<file path="src/design/tcur_pkg.sv">
package tcur_pkg;

  localparam int TICK_W = 16;
  localparam int DIST_W = 12;
  localparam int CFG_IDX_W = 2;
  localparam int CFG_DATA_W = 16;

  localparam int TRIG_LOW_TICKS = 2;
  localparam int TRIG_HIGH_TICKS = 10;

  // floor(n * 343 / 10000) == (n * CM_RECIP) >> CM_SHIFT for every 16-bit n
  localparam int CM_RECIP_W = 26;
  localparam int CM_SHIFT = 30;
  localparam logic [CM_RECIP_W-1:0] CM_RECIP = 26'd36829345;

  localparam logic [CFG_IDX_W-1:0] REG_TIMEOUT = 2'd0;
  localparam logic [CFG_IDX_W-1:0] REG_FRONT_THR = 2'd1;
  localparam logic [CFG_IDX_W-1:0] REG_SIDE_THR = 2'd2;

  localparam logic [TICK_W-1:0] TIMEOUT_RESET = 16'd1000;
  localparam logic [DIST_W-1:0] FRONT_THR_RESET = 12'd15;
  localparam logic [DIST_W-1:0] SIDE_THR_RESET = 12'd10;

  localparam logic [2:0] PH_IDLE = 3'd0;
  localparam logic [2:0] PH_TLOW = 3'd1;
  localparam logic [2:0] PH_THIGH = 3'd2;
  localparam logic [2:0] PH_RISE = 3'd3;
  localparam logic [2:0] PH_HIGH = 3'd4;

  localparam logic [1:0] SENS_FRONT = 2'd0;
  localparam logic [1:0] SENS_LEFT = 2'd1;
  localparam logic [1:0] SENS_RIGHT = 2'd2;

  localparam logic [2:0] LED_FRONT_NEAR = 3'd1;
  localparam logic [2:0] LED_CLEAR = 3'd2;
  localparam logic [2:0] LED_LEFT_NEAR = 3'd3;
  localparam logic [2:0] LED_RIGHT_NEAR = 3'd4;

endpackage

</file>
<file path="src/design/tcur_if.sv">
interface tcur_tick_if;
  logic valid;
  logic ready;
  logic start_req;
  logic echo_front;
  logic echo_left;
  logic echo_right;

  modport source (output valid, start_req, echo_front, echo_left, echo_right, input ready);
  modport sink (input valid, start_req, echo_front, echo_left, echo_right, output ready);
endinterface

interface tcur_res_if;
  logic valid;
  logic ready;
  logic trig_front;
  logic trig_left;
  logic trig_right;
  logic busy_res;
  logic done_res;
  logic [tcur_pkg::DIST_W-1:0] dist_front;
  logic [tcur_pkg::DIST_W-1:0] dist_left;
  logic [tcur_pkg::DIST_W-1:0] dist_right;
  logic near_front;
  logic near_left;
  logic near_right;
  logic [2:0] led_code;

  modport source (output valid, trig_front, trig_left, trig_right, busy_res, done_res,
                  dist_front, dist_left, dist_right, near_front, near_left, near_right,
                  led_code, input ready);
  modport sink (input valid, trig_front, trig_left, trig_right, busy_res, done_res,
                dist_front, dist_left, dist_right, near_front, near_left, near_right,
                led_code, output ready);
endinterface

</file>
<file path="src/design/tcur_cm_conv.sv">
module tcur_cm_conv (
  input  logic [tcur_pkg::TICK_W-1:0] ticks,
  output logic [tcur_pkg::DIST_W-1:0] cm
);

  logic [tcur_pkg::TICK_W+tcur_pkg::CM_RECIP_W-1:0] prod;

  assign prod = {{tcur_pkg::CM_RECIP_W{1'b0}}, ticks}
              * {{tcur_pkg::TICK_W{1'b0}}, tcur_pkg::CM_RECIP};
  assign cm = prod[tcur_pkg::CM_SHIFT +: tcur_pkg::DIST_W];

endmodule

</file>
<file path="src/design/three_channel_ultrasonic_ranger.sv">
// Channel  Dir  Payload                                              Handshake
// tick     in   start_req, echo_front, echo_left, echo_right         valid/ready
// result   out  trig_*, busy_res, done_res, dist_*, near_*, led_code valid/ready
// cfg      in   cfg_wen, cfg_idx, cfg_wdata                          write only
//
// One request per cycle unless output stalls; results show in the next cycle.
// The output register frees as its result is taken, so a request is taken
// whenever the output is empty or being drained in the same cycle.
// rst is synchronous: round idle, distances zero, thresholds and timeout
// back to defaults, output register empty.
module three_channel_ultrasonic_ranger (
  input  logic                               clk,
  input  logic                               rst,
  tcur_tick_if.sink                          tick,
  tcur_res_if.source                         result,
  input  logic                               cfg_wen,
  input  logic [tcur_pkg::CFG_IDX_W-1:0]     cfg_idx,
  input  logic [tcur_pkg::CFG_DATA_W-1:0]    cfg_wdata
);

  logic [tcur_pkg::TICK_W-1:0] timeout;
  logic [tcur_pkg::DIST_W-1:0] front_thr;
  logic [tcur_pkg::DIST_W-1:0] side_thr;

  logic [2:0] phase, phase_next;
  logic [1:0] sensor_idx, sensor_idx_next;
  logic [tcur_pkg::TICK_W-1:0] tick_count, tick_count_next;
  logic [tcur_pkg::DIST_W-1:0] dist_front, dist_front_next;
  logic [tcur_pkg::DIST_W-1:0] dist_left, dist_left_next;
  logic [tcur_pkg::DIST_W-1:0] dist_right, dist_right_next;

  logic [2:0] work_phase;
  logic [1:0] work_idx;
  logic [tcur_pkg::TICK_W-1:0] work_tick;
  logic [tcur_pkg::TICK_W-1:0] tick_inc;
  logic [tcur_pkg::TICK_W-1:0] fin_count;
  logic [tcur_pkg::DIST_W-1:0] fin_cm;
  logic [2:0] trig;
  logic echo;
  logic busy;
  logic done;
  logic finish;
  logic near_front, near_left, near_right;
  logic [2:0] led;
  logic accept;
  logic res_valid;

  assign tick.ready = !res_valid || result.ready;
  assign accept = tick.valid && tick.ready;

  tcur_cm_conv u_cm_conv (
    .ticks (fin_count),
    .cm    (fin_cm)
  );

  always_ff @(posedge clk) begin
    if (rst) begin
      timeout <= tcur_pkg::TIMEOUT_RESET;
      front_thr <= tcur_pkg::FRONT_THR_RESET;
      side_thr <= tcur_pkg::SIDE_THR_RESET;
    end else if (cfg_wen) begin
      unique case (cfg_idx)
        tcur_pkg::REG_TIMEOUT: timeout <= cfg_wdata;
        tcur_pkg::REG_FRONT_THR: front_thr <= cfg_wdata[tcur_pkg::DIST_W-1:0];
        tcur_pkg::REG_SIDE_THR: side_thr <= cfg_wdata[tcur_pkg::DIST_W-1:0];
        default: ;
      endcase
    end
  end

  always_comb begin
    work_phase = phase;
    work_idx = sensor_idx;
    work_tick = tick_count;
    if (phase == tcur_pkg::PH_IDLE && tick.start_req) begin
      work_phase = tcur_pkg::PH_TLOW;
      work_idx = tcur_pkg::SENS_FRONT;
      work_tick = '0;
    end

    unique case (work_idx)
      tcur_pkg::SENS_FRONT: echo = tick.echo_front;
      tcur_pkg::SENS_LEFT: echo = tick.echo_left;
      default: echo = tick.echo_right;
    endcase

    busy = work_phase != tcur_pkg::PH_IDLE;
    tick_inc = work_tick + 1'b1;
    phase_next = work_phase;
    sensor_idx_next = work_idx;
    tick_count_next = work_tick;
    trig = '0;
    finish = 1'b0;
    done = 1'b0;
    fin_count = '0;

    unique case (work_phase)
      tcur_pkg::PH_TLOW: begin
        if (tick_inc >= tcur_pkg::TICK_W'(tcur_pkg::TRIG_LOW_TICKS)) begin
          phase_next = tcur_pkg::PH_THIGH;
          tick_count_next = '0;
        end else begin
          tick_count_next = tick_inc;
        end
      end
      tcur_pkg::PH_THIGH: begin
        unique case (work_idx)
          tcur_pkg::SENS_FRONT: trig[0] = 1'b1;
          tcur_pkg::SENS_LEFT: trig[1] = 1'b1;
          default: trig[2] = 1'b1;
        endcase
        if (tick_inc >= tcur_pkg::TICK_W'(tcur_pkg::TRIG_HIGH_TICKS)) begin
          phase_next = tcur_pkg::PH_RISE;
          tick_count_next = '0;
        end else begin
          tick_count_next = tick_inc;
        end
      end
      tcur_pkg::PH_RISE: begin
        if (echo) begin
          fin_count = tcur_pkg::TICK_W'(1);
          tick_count_next = tcur_pkg::TICK_W'(1);
          phase_next = tcur_pkg::PH_HIGH;
          finish = tcur_pkg::TICK_W'(1) >= timeout;
        end else begin
          tick_count_next = tick_inc;
          finish = tick_inc >= timeout;
        end
      end
      tcur_pkg::PH_HIGH: begin
        if (echo) begin
          fin_count = tick_inc;
          tick_count_next = tick_inc;
          finish = tick_inc >= timeout;
        end else begin
          fin_count = work_tick;
          finish = 1'b1;
        end
      end
      default: begin
        phase_next = tcur_pkg::PH_IDLE;
      end
    endcase

    dist_front_next = dist_front;
    dist_left_next = dist_left;
    dist_right_next = dist_right;
    if (finish) begin
      tick_count_next = '0;
      unique case (work_idx)
        tcur_pkg::SENS_FRONT: dist_front_next = fin_cm;
        tcur_pkg::SENS_LEFT: dist_left_next = fin_cm;
        default: dist_right_next = fin_cm;
      endcase
      if (work_idx == tcur_pkg::SENS_FRONT || work_idx == tcur_pkg::SENS_LEFT) begin
        sensor_idx_next = work_idx + 1'b1;
        phase_next = tcur_pkg::PH_TLOW;
      end else begin
        sensor_idx_next = tcur_pkg::SENS_FRONT;
        phase_next = tcur_pkg::PH_IDLE;
        done = 1'b1;
      end
    end

    near_front = dist_front_next < front_thr;
    near_left = dist_left_next < side_thr;
    near_right = dist_right_next < side_thr;
    priority if (near_right) begin
      led = tcur_pkg::LED_RIGHT_NEAR;
    end else if (near_left) begin
      led = tcur_pkg::LED_LEFT_NEAR;
    end else if (near_front) begin
      led = tcur_pkg::LED_FRONT_NEAR;
    end else begin
      led = tcur_pkg::LED_CLEAR;
    end
  end

  always_ff @(posedge clk) begin
    if (rst) begin
      phase <= tcur_pkg::PH_IDLE;
      sensor_idx <= tcur_pkg::SENS_FRONT;
      tick_count <= '0;
      dist_front <= '0;
      dist_left <= '0;
      dist_right <= '0;
    end else if (accept) begin
      phase <= phase_next;
      sensor_idx <= sensor_idx_next;
      tick_count <= tick_count_next;
      dist_front <= dist_front_next;
      dist_left <= dist_left_next;
      dist_right <= dist_right_next;
    end
  end

  always_ff @(posedge clk) begin
    if (rst) begin
      res_valid <= 1'b0;
    end else if (accept) begin
      res_valid <= 1'b1;
    end else if (result.ready) begin
      res_valid <= 1'b0;
    end
  end

  always_ff @(posedge clk) begin
    if (accept) begin
      result.trig_front <= trig[0];
      result.trig_left <= trig[1];
      result.trig_right <= trig[2];
      result.busy_res <= busy;
      result.done_res <= done;
      result.dist_front <= dist_front_next;
      result.dist_left <= dist_left_next;
      result.dist_right <= dist_right_next;
      result.near_front <= near_front;
      result.near_left <= near_left;
      result.near_right <= near_right;
      result.led_code <= led;
    end
  end

  assign result.valid = res_valid;

endmodule

</file>
<file path="src/flat_wrapper.sv">
// flat-port wrapper written by rule: the top's interface ports become plain ports
module three_channel_ultrasonic_ranger_flat 
  (clk, rst, cfg_wen, cfg_idx, cfg_wdata, tick_valid, tick_start_req, tick_echo_front, tick_echo_left, tick_echo_right, tick_ready, result_valid, result_trig_front, result_trig_left, result_trig_right, result_busy_res, result_done_res, result_dist_front, result_dist_left, result_dist_right, result_near_front, result_near_left, result_near_right, result_led_code, result_ready);
  tcur_tick_if tick_i ();
  tcur_res_if result_i ();
  input  logic clk;
  input  logic rst;
  input  logic cfg_wen;
  input  logic [tcur_pkg::CFG_IDX_W-1:0] cfg_idx;
  input  logic [tcur_pkg::CFG_DATA_W-1:0] cfg_wdata;
  input wire logic [$bits(tick_i.valid)-1:0] tick_valid;
  input wire logic [$bits(tick_i.start_req)-1:0] tick_start_req;
  input wire logic [$bits(tick_i.echo_front)-1:0] tick_echo_front;
  input wire logic [$bits(tick_i.echo_left)-1:0] tick_echo_left;
  input wire logic [$bits(tick_i.echo_right)-1:0] tick_echo_right;
  output wire logic [$bits(tick_i.ready)-1:0] tick_ready;
  output wire logic [$bits(result_i.valid)-1:0] result_valid;
  output wire logic [$bits(result_i.trig_front)-1:0] result_trig_front;
  output wire logic [$bits(result_i.trig_left)-1:0] result_trig_left;
  output wire logic [$bits(result_i.trig_right)-1:0] result_trig_right;
  output wire logic [$bits(result_i.busy_res)-1:0] result_busy_res;
  output wire logic [$bits(result_i.done_res)-1:0] result_done_res;
  output wire logic [$bits(result_i.dist_front)-1:0] result_dist_front;
  output wire logic [$bits(result_i.dist_left)-1:0] result_dist_left;
  output wire logic [$bits(result_i.dist_right)-1:0] result_dist_right;
  output wire logic [$bits(result_i.near_front)-1:0] result_near_front;
  output wire logic [$bits(result_i.near_left)-1:0] result_near_left;
  output wire logic [$bits(result_i.near_right)-1:0] result_near_right;
  output wire logic [$bits(result_i.led_code)-1:0] result_led_code;
  input wire logic [$bits(result_i.ready)-1:0] result_ready;
  assign tick_i.valid = tick_valid;
  assign tick_i.start_req = tick_start_req;
  assign tick_i.echo_front = tick_echo_front;
  assign tick_i.echo_left = tick_echo_left;
  assign tick_i.echo_right = tick_echo_right;
  assign tick_ready = tick_i.ready;
  assign result_valid = result_i.valid;
  assign result_trig_front = result_i.trig_front;
  assign result_trig_left = result_i.trig_left;
  assign result_trig_right = result_i.trig_right;
  assign result_busy_res = result_i.busy_res;
  assign result_done_res = result_i.done_res;
  assign result_dist_front = result_i.dist_front;
  assign result_dist_left = result_i.dist_left;
  assign result_dist_right = result_i.dist_right;
  assign result_near_front = result_i.near_front;
  assign result_near_left = result_i.near_left;
  assign result_near_right = result_i.near_right;
  assign result_led_code = result_i.led_code;
  assign result_i.ready = result_ready;
  three_channel_ultrasonic_ranger u_core (.clk(clk), .rst(rst), .tick(tick_i), .result(result_i), .cfg_wen(cfg_wen), .cfg_idx(cfg_idx), .cfg_wdata(cfg_wdata));
endmodule
</file>
<file path="config.mk">
export PLATFORM = sky130hd
export DESIGN_NAME = three_channel_ultrasonic_ranger_flat
export DESIGN_NICKNAME = d
export VERILOG_FILES = /design/src/design/tcur_pkg.sv /design/src/design/tcur_if.sv /design/src/design/tcur_cm_conv.sv /design/src/design/three_channel_ultrasonic_ranger.sv /design/src/flat_wrapper.sv
export SDC_FILE = /design/constraint.sdc
export NUM_CORES = 1
export LEC_CHECK = 0
export BUFFER_PORTS_ARGS = -buffer_cell sky130_fd_sc_hd__buf_2
export CAP_MARGIN = 20
export CORE_ASPECT_RATIO = 1.75
export CORE_MARGIN = 2
export CORE_UTILIZATION = 50
export DETAILED_ROUTE_END_ITERATION = 10
export PLACE_DENSITY = 0.67
export SLEW_MARGIN = 30
export SYNTH_ARGS = -nofsm -noshare
export SYNTH_HDL_FRONTEND = slang
export SYNTH_SLANG_ARGS = --single-unit
</file>
<file path="constraint.sdc">
create_clock -name clk -period 14.2 [get_ports clk]
set_input_delay 1.42 -clock clk [delete_from_list [all_inputs] [get_ports clk]]
set_output_delay 1.42 -clock clk [all_outputs]
set_load 0.02 [all_outputs]
</file>
==> results list <==
* Register bit count reported by yosys: 145
- For the worst setup path, the data required time is about 14,000 ps.
- Clk Tree Root Cell: clkbuf_16
* Post-detailed-route count of antenna-violating nets: 0
* Minimum setup slack after placement: approximately 1800 ps
- The clock reaches the later pin of the worst-skew pair after ~440 ps.
* Leak pwr: 7.33 nW
- In the final layout, the share of cells above drive strength 1 is about 11%.
- The cell that appears most often on the critical path is fa_1.
* Share of the cycle needed by the critical path after routing: 84.3%
* Fraction of synthesized cell area taken by the top area cell type: 19.0%
- The worst path meets setup with 2230 ps of slack.
* Number of buffers inserted by port buffering: 75
- In this run, distinct cell masters in the synthesized netlist total 76.
* Detailed router's first-iteration violation count: 668
- Setup repair after global routing missed its margin: false
- A synthesized cell averages about 8.8 µm².
- The die covers between 20,000 and 30,000 µm².
- Reg2Reg Depth: 36
- On the worst path, the slowest cell contributes a delay of between 700 and 800 ps.
- Critical path capture point type: flop
- The longest clock path from root to sink contains 2 buffers.
- After routing, the total negative slack on setup checks comes to 0 ps.
* Routed wire per std cell: 20.6 µm
- The die is between 200 and 250 µm tall.
- First-pass GRT wire length: slightly above 60,000 µm
* # diodes: 0
- Number of global-route vias before repair: 11,481
- Setup crit start kind: input port
- Worst clock skew: 13.1 ps
* Cells resized by post-CTS repair: 0
- Placer Congestion: 0.948
* Achievable clock frequency: around 0.084 GHz
- Count of standard-cell rows: between 70 and 80
- IR analysis of the VDD net gives a maximum drop of roughly 0.11 mV.
* Clock-pin slew of the registers on the worst-case setup and hold paths: 60 ps
* Leading cell types in the layout, fill and taps excluded: inv_1, ha_1, nand2_1
- Share of the yosys chip area belonging to registers: 25.0%
* Detailed-placement wirelength estimate: between 30,000 and 40,000 µm
- After synthesis, the share of flip-flops with an asynchronous set or reset is 0%.
- In this run, synthesis inferred 47 flip-flops with an integrated enable.
- After global routing the overflow that remains totals 0.
- TritonCTS created 17 clock buffers.
- Initial cell density of the core: approximately half
- Most area-consuming cells after synthesis: ha_1, fa_1, dfxtp_1
- Category of the critical setup timing path: input port to flop
- TritonCTS built the clock tree.
- Max Transition Viols Final: 0
- For the pin with the worst max-slew slack, the measured transition is a little under 900 ps.
* Result of the run: finished clean
- After detailed routing, the total wire length is between 30,000 and 40,000 µm.
- Final Critical Period: around 12,000 ps
- STA puts the critical path data arrival time at ~12,000 ps.
- Entering global routing, the biggest net connects 60 pins.
* HP Class: flop to flop
- H-tree levels: 4
- Before antenna repair, the detailed router went through 5 iterations.
- Number of vias per cell after detailed routing: 5.75
* Biggest area consumer among synthesized cells: ha_1
- Layout net count: 1,929
- During synthesis, Yosys emitted a total of 0 warnings.
- Final setup fails: 0
- On the final layout, the worst hold slack is approximately 460 ps.
- Post-route total power: between 0.9 and 1 mW
* Netlist Area Pre-Place: between 10,000 and 15,000 µm²
- Hold path depth: 2
- Layout Area Growth over Synthesis: 9.66%
* Post-synth top flop: dfxtp_1
- Vias post-DR: 11,111
- Counting the fill cells in the layout gives 2,451.
- The floorplan step defined a core boundary enclosing approximately 27,000 µm².
- Net count of the mapped netlist: 1,867
- The tool flagged a number of max-cap violations equal to 0.
* Most common cell after layout, fill and taps aside: inv_1
- Share of the core filled with cells: 55.7%
* Synthesized instance count: 1,534
- Power per Cell Area: 65.6 nW/µm²
- Slew headroom: 40.7%
- Pin placement for this block handled 76 I/O pins.
- The hold violation count in the final report is 0.
- After clock tree synthesis, the flow added hold-fix buffers numbering 0.
- Setup Buffers After CTS: 0
- Worst path slowest cell: nor4_1
* DR DRC count: 0
- Global-route usage over all layers: between 20% and 30%
* Die Wd: around 130 µm
* Max Fanout on Critical Path: 14
- Antenna violations before repair: 0
* Clock sink count: 145
## critical path, delay by kind of cell
family	cells	cell delay, ps
and+or+nand+nor	12	3500
AOI/OAI and AO/OA	10	2100
buffers and inverters	5	500
adders and majority gates	9	4090
xor gates and xnor gates	1	550
## worst paths after layout
path	startpoint	end	slack, ps
worst max register to register	u_core.phase[2]	u_core.result.led_code[1]	2770
worst max-delay path	tick_start_req	u_core.result.led_code[1]	2230
worst min-delay path	u_core.timeout[12]	u_core.timeout[12]	460
worst min register to register	u_core.timeout[12]	u_core.timeout[12]	460
## state kept, by name, indices dropped and copies added, names as in the netlist, 2 cells and up
register and flops:
u_core.tick_count 16, u_core.result.dist_left 12, u_core.timeout 16, u_core.dist_right 12
u_core.phase 3, u_core.side_thr 12, u_core.result.dist_right 12, u_core.sensor_idx 2
u_core.dist_front 12, u_core.front_thr 12, u_core.result.dist_front 12, u_core.dist_left 12
u_core.result.led_code 3
## final cells by class
class | instances | area [µm²] | share of cell area (%)
clock buffer | 17 | 425 | 2.87
clock inverter | 15 | 148 | 0.997
inverter | 262 | 983 | 6.64
multi-input combinational | 1074 | 8940 | 60.4
sequential | 145 | 3370 | 22.8
tap | 324 | 405 | 2.74
timing repair buffer | 96 | 533 | 3.60
## layer usage
metal | wire, µm | GRT usage (%) | up-vias
met5 | 0 | 0 | -
li1 | - | - | 5305
met2 | 21100 | 53.0 | 345
met1 | 14100 | 29.5 | 5327
met4 | 3180 | 20.3 | 0
met3 | 1370 | 3.31 | 134
## kinds of logic (layout without fill, tap and decap cells)
family,after synthesis,count (layout),share of synthesized area [%]
mux,8,8,0.695
simple gates,420,420,15.0
fa+ha+maj,306,306,34.0
xor+xnor,29,29,1.94
flops,145,145,25.0
buf+inv,315,390,8.95
compound gates,311,311,14.4
## synthesized netlist by cell type (11+ instances only)
| library cell | number |
|---|---|
| a21o_1 | 31 |
| a21oi_1 | 102 |
| buf_2 | 17 |
| clkbuf_1 | 33 |
| dfxtp_1 | 98 |
| edfxtp_1 | 47 |
| fa_1 | 101 |
| ha_1 | 205 |
| inv_1 | 259 |
| nand2_1 | 179 |
| nand3_1 | 37 |
| nand4_1 | 21 |
| nor2_1 | 72 |
| nor3_1 | 24 |
| o211ai_1 | 12 |
| o21ai_0 | 78 |
| xnor2_1 | 17 |
| xor2_1 | 11 |
## metrics by stage
step           cell area [µm²]  cells
2_1_floorplan            13500   1534
3_3_place_gp             14200   1901
3_5_place_dp             14200   1901
4_1_cts                  14800   1933
5_1_grt                  14800   1933
6_report                 14800   1933
## power breakdown
group          switching [mW]  total [mW]  leakage, nW  internal, mW
Clock                   0.196       0.442        0.279         0.246
Combinational          0.0573      0.0815         5.80        0.0241
Sequential            0.00719       0.447         1.25         0.440
Total                   0.260       0.971         7.33         0.710
No activity file was read; power rests on OpenSTA's default activity.
